`src/rtl/lwbr_pkg.sv`:
```
// Shared types and constants for the longest-window-with-bounded-repeats core.
// Used by every module of the block except lwbr_ram; depends on nothing else.

package lwbr_pkg;

    // Storage sizes. ALPHABET_SIZE and QUEUE_DEPTH must be powers of two.
    localparam int WINDOW_DEPTH  = 4096;
    localparam int ALPHABET_SIZE = 256;
    localparam int QUEUE_DEPTH   = 2;

    // Field widths of the stream items and the limit register.
    localparam int SYM_W       = 8;
    localparam int LEN_W       = 12;
    localparam int LIM_W       = 4;
    localparam int CNT_W       = LIM_W;
    localparam int LIMIT_RESET = 2;

    // Derived widths.
    localparam int WIN_AW      = $clog2(WINDOW_DEPTH);
    localparam int SYM_IDX_W   = $clog2(ALPHABET_SIZE);
    localparam int QUEUE_AW    = $clog2(QUEUE_DEPTH);
    localparam int IN_TDATA_W  = ((SYM_W + 7) / 8) * 8;
    localparam int OUT_TDATA_W = ((2 * LEN_W + 7) / 8) * 8;

    // The window never holds more than this many symbols.
    localparam int LEN_MAX = (1 << LEN_W) - 1;
    localparam int WIN_CAP = (WINDOW_DEPTH - 1 > LEN_MAX) ? LEN_MAX : WINDOW_DEPTH - 1;

    // One classified input item as it waits in the queue.
    typedef struct packed {
        logic                 last;
        logic [SYM_IDX_W-1:0] sym;
    } lwbr_item_t;

    // One result item.
    typedef struct packed {
        logic             string_done;
        logic [LEN_W-1:0] best_length;
        logic [LEN_W-1:0] window_length;
    } lwbr_result_t;

    // Status of the back part, watched by the top level.
    typedef struct packed {
        logic              busy;
        logic [WIN_AW-1:0] win_len;
    } lwbr_status_t;

    // Sequencer states of the back part.
    typedef enum logic [4:0] {
        ST_IDLE   = 5'b00001,
        ST_LOAD   = 5'b00010,
        ST_DECIDE = 5'b00100,
        ST_EVRD   = 5'b01000,
        ST_EVCNT  = 5'b10000
    } lwbr_state_t;

endpackage

```
`src/rtl/lwbr_front.sv`:
```
// Front part: limit register, input acceptance and the short item queue.
// Depends on lwbr_pkg.

module lwbr_front (
    input  logic                           clk,
    input  logic                           rst_n,
    input  logic                           s_tvalid,
    output logic                           s_tready,
    input  logic [lwbr_pkg::IN_TDATA_W-1:0] s_tdata,   // [7:0] symbol
    input  logic                           s_tlast,   // last_symbol
    input  logic                           cfg_we,
    input  logic [lwbr_pkg::LIM_W-1:0]     cfg_wdata,
    output logic [lwbr_pkg::LIM_W-1:0]     limit,
    output lwbr_pkg::lwbr_item_t           item,
    output logic                           item_valid,
    input  logic                           item_pop
);

    import lwbr_pkg::*;

    logic [LIM_W-1:0]    limit_reg;
    lwbr_item_t          q_mem_reg [QUEUE_DEPTH];
    logic [QUEUE_AW-1:0] wr_ptr_reg;
    logic [QUEUE_AW-1:0] rd_ptr_reg;
    logic [QUEUE_AW:0]   count_reg;
    logic [QUEUE_AW:0]   count_next;
    logic                push;
    lwbr_item_t          in_item;

    // The limit register; a written zero acts as one.
    always_ff @(posedge clk or negedge rst_n)
    begin
        if (!rst_n)
        begin
            limit_reg <= LIM_W'(LIMIT_RESET);
        end
        else if (cfg_we)
        begin
            limit_reg <= cfg_wdata;
        end
    end

    assign limit = (limit_reg == '0) ? LIM_W'(1) : limit_reg;

    // Classify the incoming transfer: fold the symbol into the alphabet.
    assign in_item.sym  = s_tdata[SYM_IDX_W-1:0];
    assign in_item.last = s_tlast;

    assign s_tready   = (count_reg != (QUEUE_AW + 1)'(QUEUE_DEPTH));
    assign push       = s_tvalid && s_tready;
    assign item_valid = (count_reg != '0);
    assign item       = q_mem_reg[rd_ptr_reg];

    // Fill level of the queue.
    always_comb
    begin
        count_next = count_reg;
        if (push && !item_pop)
        begin
            count_next = count_reg + 1'b1;
        end
        else if (!push && item_pop)
        begin
            count_next = count_reg - 1'b1;
        end
    end

    // Queue pointers.
    always_ff @(posedge clk or negedge rst_n)
    begin
        if (!rst_n)
        begin
            wr_ptr_reg <= '0;
            rd_ptr_reg <= '0;
            count_reg  <= '0;
        end
        else
        begin
            if (push)
            begin
                wr_ptr_reg <= wr_ptr_reg + 1'b1;
            end
            if (item_pop)
            begin
                rd_ptr_reg <= rd_ptr_reg + 1'b1;
            end
            count_reg <= count_next;
        end
    end

    // Queue entries.
    always_ff @(posedge clk)
    begin
        if (push)
        begin
            q_mem_reg[wr_ptr_reg] <= in_item;
        end
    end

endmodule

```
`config.mk`:
```
export PLATFORM = sky130hd
export DESIGN_NAME = lwbr_front
export DESIGN_NICKNAME = d
export VERILOG_FILES = /design/src/rtl/lwbr_pkg.sv /design/src/rtl/lwbr_front.sv
export SDC_FILE = /design/constraint.sdc
export NUM_CORES = 1
export LEC_CHECK = 0
export ABC_AREA = 1
export BUFFER_PORTS_ARGS = -buffer_cell sky130_fd_sc_hd__buf_4
export CORE_MARGIN = 1.5
export CORE_UTILIZATION = 49
export DETAILED_ROUTE_END_ITERATION = 12
export GPL_ROUTABILITY_DRIVEN = 0
export PLACE_DENSITY = 0.78
export SYNTH_ARGS = -nofsm -noshare
export SYNTH_HDL_FRONTEND = slang
export SYNTH_SLANG_ARGS = --single-unit
```
`constraint.sdc`:
```
create_clock -name clk -period 1.73 [get_ports clk]
set_clock_uncertainty 0.1 [all_clocks]
set_input_delay 0.173 -clock clk [delete_from_list [all_inputs] [get_ports clk]]
set_output_delay 0.173 -clock clk [all_outputs]
set_load 0.05 [all_outputs]
```
==> flow_metrics.py, run 1 <==
metrics = {
    "yosys": {
        "yosys.area.top_type": "edfxtp_1",
        "syn-num-nets": 87,
        "ys_types": 19,
        "async_reset_ff_share_pct": 30.8,
        "netlist_instances": 68,
        "synth_warnings": 0,
        "synthTopCellsByArea": "edfxtp_1, dfrtp_1, mux2_4",
        "synth-edff-count": 18,
        "avgSynthCellArea_um2": 15.7,
        "ys_seq_elements": 26,
        "synth_seq_area_share_pct": 69.4,
        "synthFlopType": "edfxtp_1",
        "synth_largest_type_area_fraction_pct": 50.6,
        "syn_area_um2": 1070,
    },
    "cells_and_area": {
        "largest_register_ffs": 18,
        "num_antenna_cells": 0,
        "layout-drive-gt1-share_pct": 46.7,
        "areaGrowthSynthToFinish_pct": 44.6,
        "mostFrequentLayoutCell": "buf_4",
        "final_cell_mix": "buf_4, edfxtp_1, dlygate4sd3_1, mux2_4",
        "fin_util_pct": 77.2,
        "final_net_count": 140,
    },
    "sta": {
        "hold_viol": 0,
        "final.min_clock_period_ns": 1.65,
        "period_share_pct": 95.2,
        "tns_ns": 0,
        "max_slew_margin_pct": 85.0,
        "fin_ws_ns": 0.0835,
        "rsz0062_at_grt": "no",
        "max_freq_ghz": 0.607,
        "setup_viol": 0,
        "worst_slew_pin_slew_ns": 0.224,
        "slew_viol_final": 0,
    },
    "setup_path": {
        "r2r_slack_ns": 0.26,
        "r2r_end": "count_reg[1]",
        "worst_ep_required_time_ns": 1.46,
        "start_kind": "flop",
        "reg2reg_from": "count_reg[0]",
        "cp_max_fo": 9,
        "crit_type": "flop to primary output",
        "worst_ep_arrival_time_ns": 1.37,
        "worstRegToRegCells": 9,
        "crit_path_end_kind": "primary output",
    },
    "route": {
        "drt_first_pass_iters": 3,
        "vias": 690,
        "wl_per_cell_um": 12.7,
        "drc": 0,
        "drt_iter0_drc": 2,
        "drt-vias-per-instance": 4.69,
        "wl_um": 1860,
        "ant_nets": 0,
    },
    "power": {
        "p_leak_nw": 0.693,
        "ir_worst_vdd_v": 0.00101,
        "power.density_nw_per_um2": 1560,
    },
    "clock_tree": {
        "cts_max_path_buffers": 2,
        "root_buffer": "clkbuf_4",
        "cts_max_level": 1,
        "cts.sinks": 26,
        "numCtsBuffers": 3,
        "clkTransAtPathRegs_ns": 0.13,
        "worstSkewPairLatency_ns": 0.30,
        "cts_tree": "built",
    },
    "placement": {
        "dp_slack_ns": 0.271,
        "io_buffers": 32,
    },
    "floorplan": {
        "fp-row-count": 16,
        "coreArea_um2": 2000,
        "dieArea_um2": 2470,
        "start_util_pct": 53.4,
        "ios": 33,
        "die_h_um": 49.7,
        "die_w_um": 49.7,
    },
    "global_routing": {
        "antenna_found_initial": 0,
        "grt_pass1_vias": 728,
        "track_usage_pct": 17.9,
        "grt_pass1_wl_um": 3260,
        "grt_max_degree": 15,
        "overflow": 0,
    },
    "worst_hold_path": {
        "min-delay-start": "cfg_we",
        "hp-class": "input pin to flop",
        "whs_path_depth": 2,
        "worstHoldEndpoint": "limit_reg[3]",
    },
    "outcome": {
        "status": "complete, no violations",
    },
    "flow_run": {
        "maxCapViolations": 0,
    },
}
## through the flow
stage               cell area (um^2)  power (mW)  hold slack (ns)  cells
floorplan                       1070        1.82           -0.223     68
global placement                1350        2.09           -0.103    126
detailed placement              1350        2.13           -0.104    126
CTS                             1530        2.39           0.0462    146
global route                    1550        2.53           0.0473    147
finish                          1550        2.40           0.0496    147
## worst max path at each step
stage,from,endpoint,slack [ns],depth (start not counted)
after global routing,rd_ptr_reg,item[2],0.01,3
final,rd_ptr_reg,item[2],0.08,3
after floorplan,count_reg[0],q_mem_reg[1][0],0.06,4
after detailed placement,count_reg[0],count_reg[1],0.27,9
after global placement,count_reg[0],count_reg[1],0.34,9
after CTS,rd_ptr_reg,item[2],0.01,3
## synth_stat cells, types with 2 or more instances
cell type and n:
edfxtp_1 18, mux2_4 9, dfrtp_1 7, inv_1 7, nand2_1 6, clkbuf_1 3
mux2_2 3, nand2_2 2, nor2_1 2, xor2_1 2
## layer usage
layer | share of wire, % | vias to the layer above | GRT usage [%]
met5 | 0 | - | 0
met4 | 0.75 | 0 | 5.56
met3 | 4.0 | 2 | 2.73
met2 | 56 | 24 | 35.1
met1 | 39 | 329 | 19.3
li1 | - | 335 | -
## critical path, stage by stage (launching register included)
cell	delay, ns
dfrtp_1	0.39
buf_6	0.18
mux2_4	0.31
buf_4	0.19
## power breakdown
part / total, mW / internal (mW) / switching, mW
Sequential: 0.911 / 0.840 / 0.0716
Clock: 0.242 / 0.0841 / 0.158
Combinational: 1.25 / 0.494 / 0.756
Total: 2.40 / 1.42 / 0.986
## cells by family (layout without fill, tap and decap cells)
family | count (synthesis) | after routing | share of synthesized area (%)
xor+xnor | 3 | 3 | 2.46
flops | 26 | 26 | 69.4
buf+inv | 12 | 64 | 4.92
mux | 12 | 12 | 15.8
fa+ha+maj | 1 | 1 | 1.17
simple gates | 12 | 12 | 5.03
compound gates | 2 | 2 | 1.17
## cell type report
class	count	area, um^2
Sequential cell	26	742
Fill cell	143	457
Timing Repair Buffer	52	434
Multi-Input combinational cell	30	279
Tap cell	27	33.8
Inverter	8	30.0
Clock buffer	3	22.5
Clock inverter	1	3.75
## repair_timing
| action | CTS | global route |
|---|---|---|
| resized for setup | 0 | 1 |
| endpoints found under the setup margin | 0 | 9 |
| hold endpoints to repair | 31 | 0 |
| hold buffers | 16 | 0 |
| setup buffers | 0 | 1 |
(Power assumes the default switching activity.)
==> run 2, diff against run 1 <==
CORE_MARGIN = not set   (was 1.5)
GPL_ROUTABILITY_DRIVEN = not set   (was 0)
clock period = 1.7 ns   (was 1.73 ns; I/O delays follow)
==> run 2 against run 1 <==
  * First-iteration DRC count grew to 2.5 times the previous value
  * Die area is 4.0% lower
  * Global-route usage is 1.1 points lower
  * Hold slack better by 0.0030 ns
  * Final cell count stayed put
  * Combinational power hardly changed
  * Routed wire length is 7.8% lower
  * Critical path type unchanged
  * Largest cell class unchanged
==> flow_metrics.py, run 2 (synthesis gave the netlist of run 1 again) <==
metrics = {
    "outcome": {
        "status": "complete, no violations",
    },
    "setup_path": {
        "cpMaxStageDelayCell": "dfrtp_1",
        "worst_ep_arrival_time_ns": 1.36,
        "r2r_end": "count_reg[1]",
        "crit_chain": "buf_6 > mux2_4 > buf_4",
        "cp_max_fo": 9,
        "worstRegToRegCells": 9,
        "crit_path_end_kind": "primary output",
        "reg2reg_from": "count_reg[0]",
        "crit_type": "flop to primary output",
        "start_kind": "flop",
        "r2r_slack_ns": 0.19,
        "slowest_delay_ns": 0.41,
        "worst_ep_required_time_ns": 1.43,
    },
    "route": {
        "wl_per_cell_um": 11.7,
        "wl_um": 1720,
        "drt_iter0_drc": 5,
        "ant_nets": 0,
        "drt-vias-per-instance": 4.59,
        "drc": 0,
        "drt_first_pass_iters": 2,
        "vias": 675,
    },
    "floorplan": {
        "fp-row-count": 16,
        "die_h_um": 48.7,
        "coreArea_um2": 2000,
        "start_util_pct": 53.4,
        "die_w_um": 48.7,
        "ios": 33,
        "dieArea_um2": 2370,
    },
    "global_routing": {
        "use_met3_pct": 3.14,
        "grt_pass1_vias": 699,
        "grt_max_degree": 16,
        "antenna_found_initial": 0,
        "busiest_layer": "met2",
        "overflow": 0,
        "grt_pass1_wl_um": 2940,
        "track_usage_pct": 16.8,
        "gr-usage-met2_pct": 32.4,
        "use_met1_pct": 18.7,
    },
    "cells_and_area": {
        "final_net_count": 140,
        "areaGrowthSynthToFinish_pct": 47.1,
        "fill_cells": 131,
        "num_antenna_cells": 0,
        "fin_util_pct": 78.5,
        "final_cell_mix": "buf_4, edfxtp_1, dlygate4sd3_1, mux2_4",
        "largest_register_ffs": 18,
        "mostFrequentLayoutCell": "buf_4",
        "layout-drive-gt1-share_pct": 47.5,
        "stdcell_count": 147,
    },
    "sta": {
        "rsz0062_at_grt": "no",
        "setup_viol": 0,
        "slew_viol_final": 0,
        "max_slew_margin_pct": 88.1,
        "hold_viol": 0,
        "period_share_pct": 95.9,
        "tns_ns": 0,
        "final.min_clock_period_ns": 1.63,
        "worst_slew_pin_slew_ns": 0.178,
        "max_freq_ghz": 0.613,
    },
    "worst_hold_path": {
        "hp-class": "input pin to flop",
        "min-delay-start": "cfg_we",
        "whs_path_depth": 2,
        "worstHoldEndpoint": "limit_reg[2]",
    },
    "clock_tree": {
        "cts_max_path_buffers": 2,
        "worstSkewPairLatency_ns": 0.30,
        "numCtsBuffers": 3,
        "clkTransAtPathRegs_ns": 0.13,
        "cts_tree": "built",
        "cts.sinks": 26,
        "cts_max_level": 1,
        "root_buffer": "clkbuf_4",
    },
    "power": {
        "finalPower_mw": 2.60,
        "ir_worst_vdd_v": 0.00133,
        "power.density_nw_per_um2": 1650,
        "p_leak_nw": 0.705,
    },
    "placement": {
        "dp_hpwl_um": 1240,
        "place.gp.congestion": 0.646,
        "place_inst": 126,
        "io_buffers": 32,
    },
    "flow_run": {
        "maxCapViolations": 0,
    },
}
## run 2: routing by layer
metal  vias to the layer above  wire length, um
met4                         0               11
met2                        26              942
met3                         2               95
met1                       312              669
li1                        335                -
met5                         -                0
## run 2: final cells by class
class | count | area (um^2) | area share [%]
clock inverter | 1 | 30.0 | 1.91
sequential | 26 | 742 | 47.2
multi-input combinational | 30 | 279 | 17.8
timing repair buffer | 52 | 434 | 27.6
clock buffer | 3 | 22.5 | 1.43
inverter | 8 | 30.0 | 1.91
tap | 27 | 33.8 | 2.15
## run 2: critical path, delay by kind of cell, from the launching register on
family | cells | cell delay [ns]
mux | 1 | 0.30
flops | 1 | 0.41
buf+inv | 2 | 0.35
## run 2: timing repair
action / 4_1_cts / 5_1_grt
gates resized for setup: 0 / 1
hold buffers: 16 / 0
buffers inserted: 0 / 1
endpoints found under the setup margin: 0 / 9
hold endpoints to repair: 31 / 0
## run 2: stage by stage
stage          setup slack [ns]  instance area (um^2)  hold slack (ns)
2_1_floorplan            0.0285                  1070           -0.226
3_3_place_gp              0.313                  1350           -0.105
3_5_place_dp              0.186                  1350           -0.105
4_1_cts                 0.00152                  1560           0.0480
5_1_grt                 0.00581                  1570           0.0324
6_report                 0.0691                  1570           0.0526
## run 2: power by group
part           internal [mW]  total [mW]  leakage (nW)  switching (mW)
clock network          0.238       0.404        0.0279           0.166
logic                  0.503        1.27         0.417           0.769
registers              0.854       0.922         0.261          0.0679
total                   1.59        2.60         0.705            1.00
## run 2: worst max path at each step
stage / cells after the start / from / end
after floorplan: 4 / count_reg[0] / q_mem_reg[1][0]
after global placement: 9 / count_reg[0] / count_reg[1]
after detailed placement: 9 / count_reg[0] / count_reg[1]
after CTS: 3 / rd_ptr_reg / item[7]
after global routing: 3 / rd_ptr_reg / item[2]
final: 3 / rd_ptr_reg / item[7]
==> run 3, diff against run 2 <==
CORE_UTILIZATION = 50   (was 49)
PLACE_DENSITY = 0.79   (was 0.78)
clock period = 2 ns   (was 1.7 ns; I/O delays follow)
==> run 3 against run 2 <==
  * Final cell count is 4.8% lower
  * Routed wire length is 10% higher
  * Cell area is 4.7% lower
  * Critical endpoint is now item[1]
  * Setup slack better by 0.058 ns
  * Critical path type unchanged
  * Largest cell class unchanged
  * Register-to-register slack better by 0.30 ns
  * Power is 16% lower
  * Core utilization is 2.9 points lower
  * Die area is 1.9% lower
  * Sequential power is 10% lower
==> flow_metrics.py, run 3 (synthesis gave the netlist of run 1 again) <==
metrics = {
    "outcome": {
        "status": "complete, no violations",
    },
    "clock_tree": {
        "cts_setup_buffers": 0,
        "worstSkewPairLatency_ns": 0.31,
        "clkTransAtPathRegs_ns": 0.13,
        "cts.sinks": 26,
        "numCtsBuffers": 3,
        "cts_tree": "built",
        "root_buffer": "clkbuf_4",
        "cts_max_level": 1,
        "cts_max_path_buffers": 2,
    },
    "route": {
        "wl_per_cell_um": 13.5,
        "ant_nets": 0,
        "drt_first_pass_iters": 4,
        "drt_iter0_drc": 6,
        "wl_um": 1890,
        "drt-vias-per-instance": 4.79,
        "vias": 671,
        "drc": 0,
    },
    "setup_path": {
        "cp_top_family": "flip-flops",
        "path_buf_inv": 1,
        "slowest_delay_ns": 0.72,
        "cpMaxStageDelayCell": "dfrtp_1",
        "cp_max_fo": 10,
        "crit_path_end_kind": "primary output",
        "crit_chain": "mux2_4 > buf_4",
        "worst_ep_required_time_ns": 1.70,
        "r2r_slack_ns": 0.49,
        "worst_ep_arrival_time_ns": 1.57,
        "crit_type": "flop to primary output",
        "start_kind": "flop",
    },
    "sta": {
        "max_slew_margin_pct": 62.8,
        "setup_viol": 0,
        "slew_viol_final": 0,
        "worst_slew_pin_slew_ns": 0.557,
        "period_share_pct": 93.7,
        "final.min_clock_period_ns": 1.87,
        "rsz0062_at_grt": "no",
        "hold_viol": 0,
        "max_freq_ghz": 0.534,
        "hold_ws_ns": 0.00192,
        "tns_ns": 0,
    },
    "cells_and_area": {
        "layout-drive-gt1-share_pct": 47.8,
        "final_cell_mix": "buf_4, edfxtp_1, dlygate4sd3_1, mux2_4",
        "multi_input_comb_area_um2": 274,
        "areaGrowthSynthToFinish_pct": 40.2,
        "regArea_um2": 742,
        "fin_util_pct": 75.6,
        "largest_register_ffs": 18,
        "fill_cells": 131,
        "final_net_count": 133,
        "mostFrequentLayoutCell": "buf_4",
        "num_antenna_cells": 0,
    },
    "power": {
        "ir_worst_vdd_v": 0.00107,
        "p_leak_nw": 0.672,
        "sequentialPowerShare_pct": 38.2,
        "power.density_nw_per_um2": 1450,
        "clock_power_share_pct": 16.0,
        "swShare_pct": 39.4,
        "switching_power_mw": 0.856,
        "p_int_mw": 1.32,
        "pwr-share-comb_pct": 45.9,
    },
    "global_routing": {
        "antenna_found_initial": 0,
        "grt_pass1_vias": 716,
        "grt_max_degree": 16,
        "overflow": 0,
        "track_usage_pct": 19.3,
        "grt_pass1_wl_um": 2920,
    },
    "flow_run": {
        "maxCapViolations": 0,
    },
    "placement": {
        "place.gp.congestion": 0.660,
        "dp_hpwl_um": 1340,
        "io_buffers": 32,
    },
    "floorplan": {
        "fp-row-count": 16,
        "die_h_um": 48.2,
        "die_w_um": 48.2,
        "start_util_pct": 53.9,
        "coreArea_um2": 1980,
        "ios": 33,
        "dieArea_um2": 2330,
    },
    "worst_hold_path": {
        "hp-class": "input pin to flop",
    },
}
[run 3: cell count changes in the layout (fill, tap and decap cells not counted), sizes merged]
cell / change
buf: -2
dlygate4sd3: -5
[run 3: power by group through the flow]
stage               Sequential (mW)  Clock, mW  Combinational [mW]
floorplan                     0.780          0               0.789
global placement              0.833          0               0.956
detailed placement            0.842          0               0.979
CTS                           0.829      0.355               0.999
global route                  0.847      0.369                1.07
finish                        0.830      0.347               0.997
[run 3: final timing paths]
kind / start / to / cells after the start
setup / recovery: rd_ptr_reg / item[1] / 2
hold / removal: cfg_wdata[0] / limit_reg[0] / 3
setup reg to reg: count_reg[0] / count_reg[1] / 9
hold reg to reg: count_reg[1] / count_reg[1] / 2
max in group asynchronous: rst_n / limit_reg[1] / 2
min in group asynchronous: rst_n / count_reg[1] / 2
[run 3: stage by stage]
step	std cells	total power [mW]	setup slack, ns	cell area, um^2
3_5_place_dp	125	1.82	0.480	1340
5_1_grt	140	2.28	0.0498	1500
3_3_place_gp	125	1.79	0.488	1340
6_report	140	2.17	0.127	1500
2_1_floorplan	68	1.57	0.120	1070
4_1_cts	140	2.18	0.111	1500
[run 3: area by class of cell]
type / count / share of cell area [%]
flip-flops and latches: 26 / 49.5
clock inverters: 1 / 2.01
clock buffers: 3 / 1.50
well taps: 27 / 2.26
inverters: 8 / 2.01
repair buffers: 45 / 24.4
multi-input cells: 30 / 18.3
[run 3: repair_timing]
| item | in CTS | in global routing |
|---|---|---|
| hold buffers | 11 | 0 |
| endpoints found under the hold margin | 27 | 0 |
| resized for setup | 0 | 0 |
[run 3: worst reg2reg max path, cell delays in order (launching register included)]
cell	delay (ns)
dfrtp_1	0.44
inv_2	0.09
nand2_2	0.06
nand2_2	0.10
inv_1	0.05
ha_1	0.31
inv_1	0.09
nand3_1	0.08
nand2_1	0.06
nand2_1	0.04
[run 3: metal layers]
| metal | global-route usage [%] | part of all wire [%] |
|---|---|---|
| met1 | 19.7 | 39 |
| met2 | 37.3 | 56 |
| met3 | 3.70 | 3.6 |
| met4 | 8.33 | 2.1 |
| met5 | 0 | 0 |
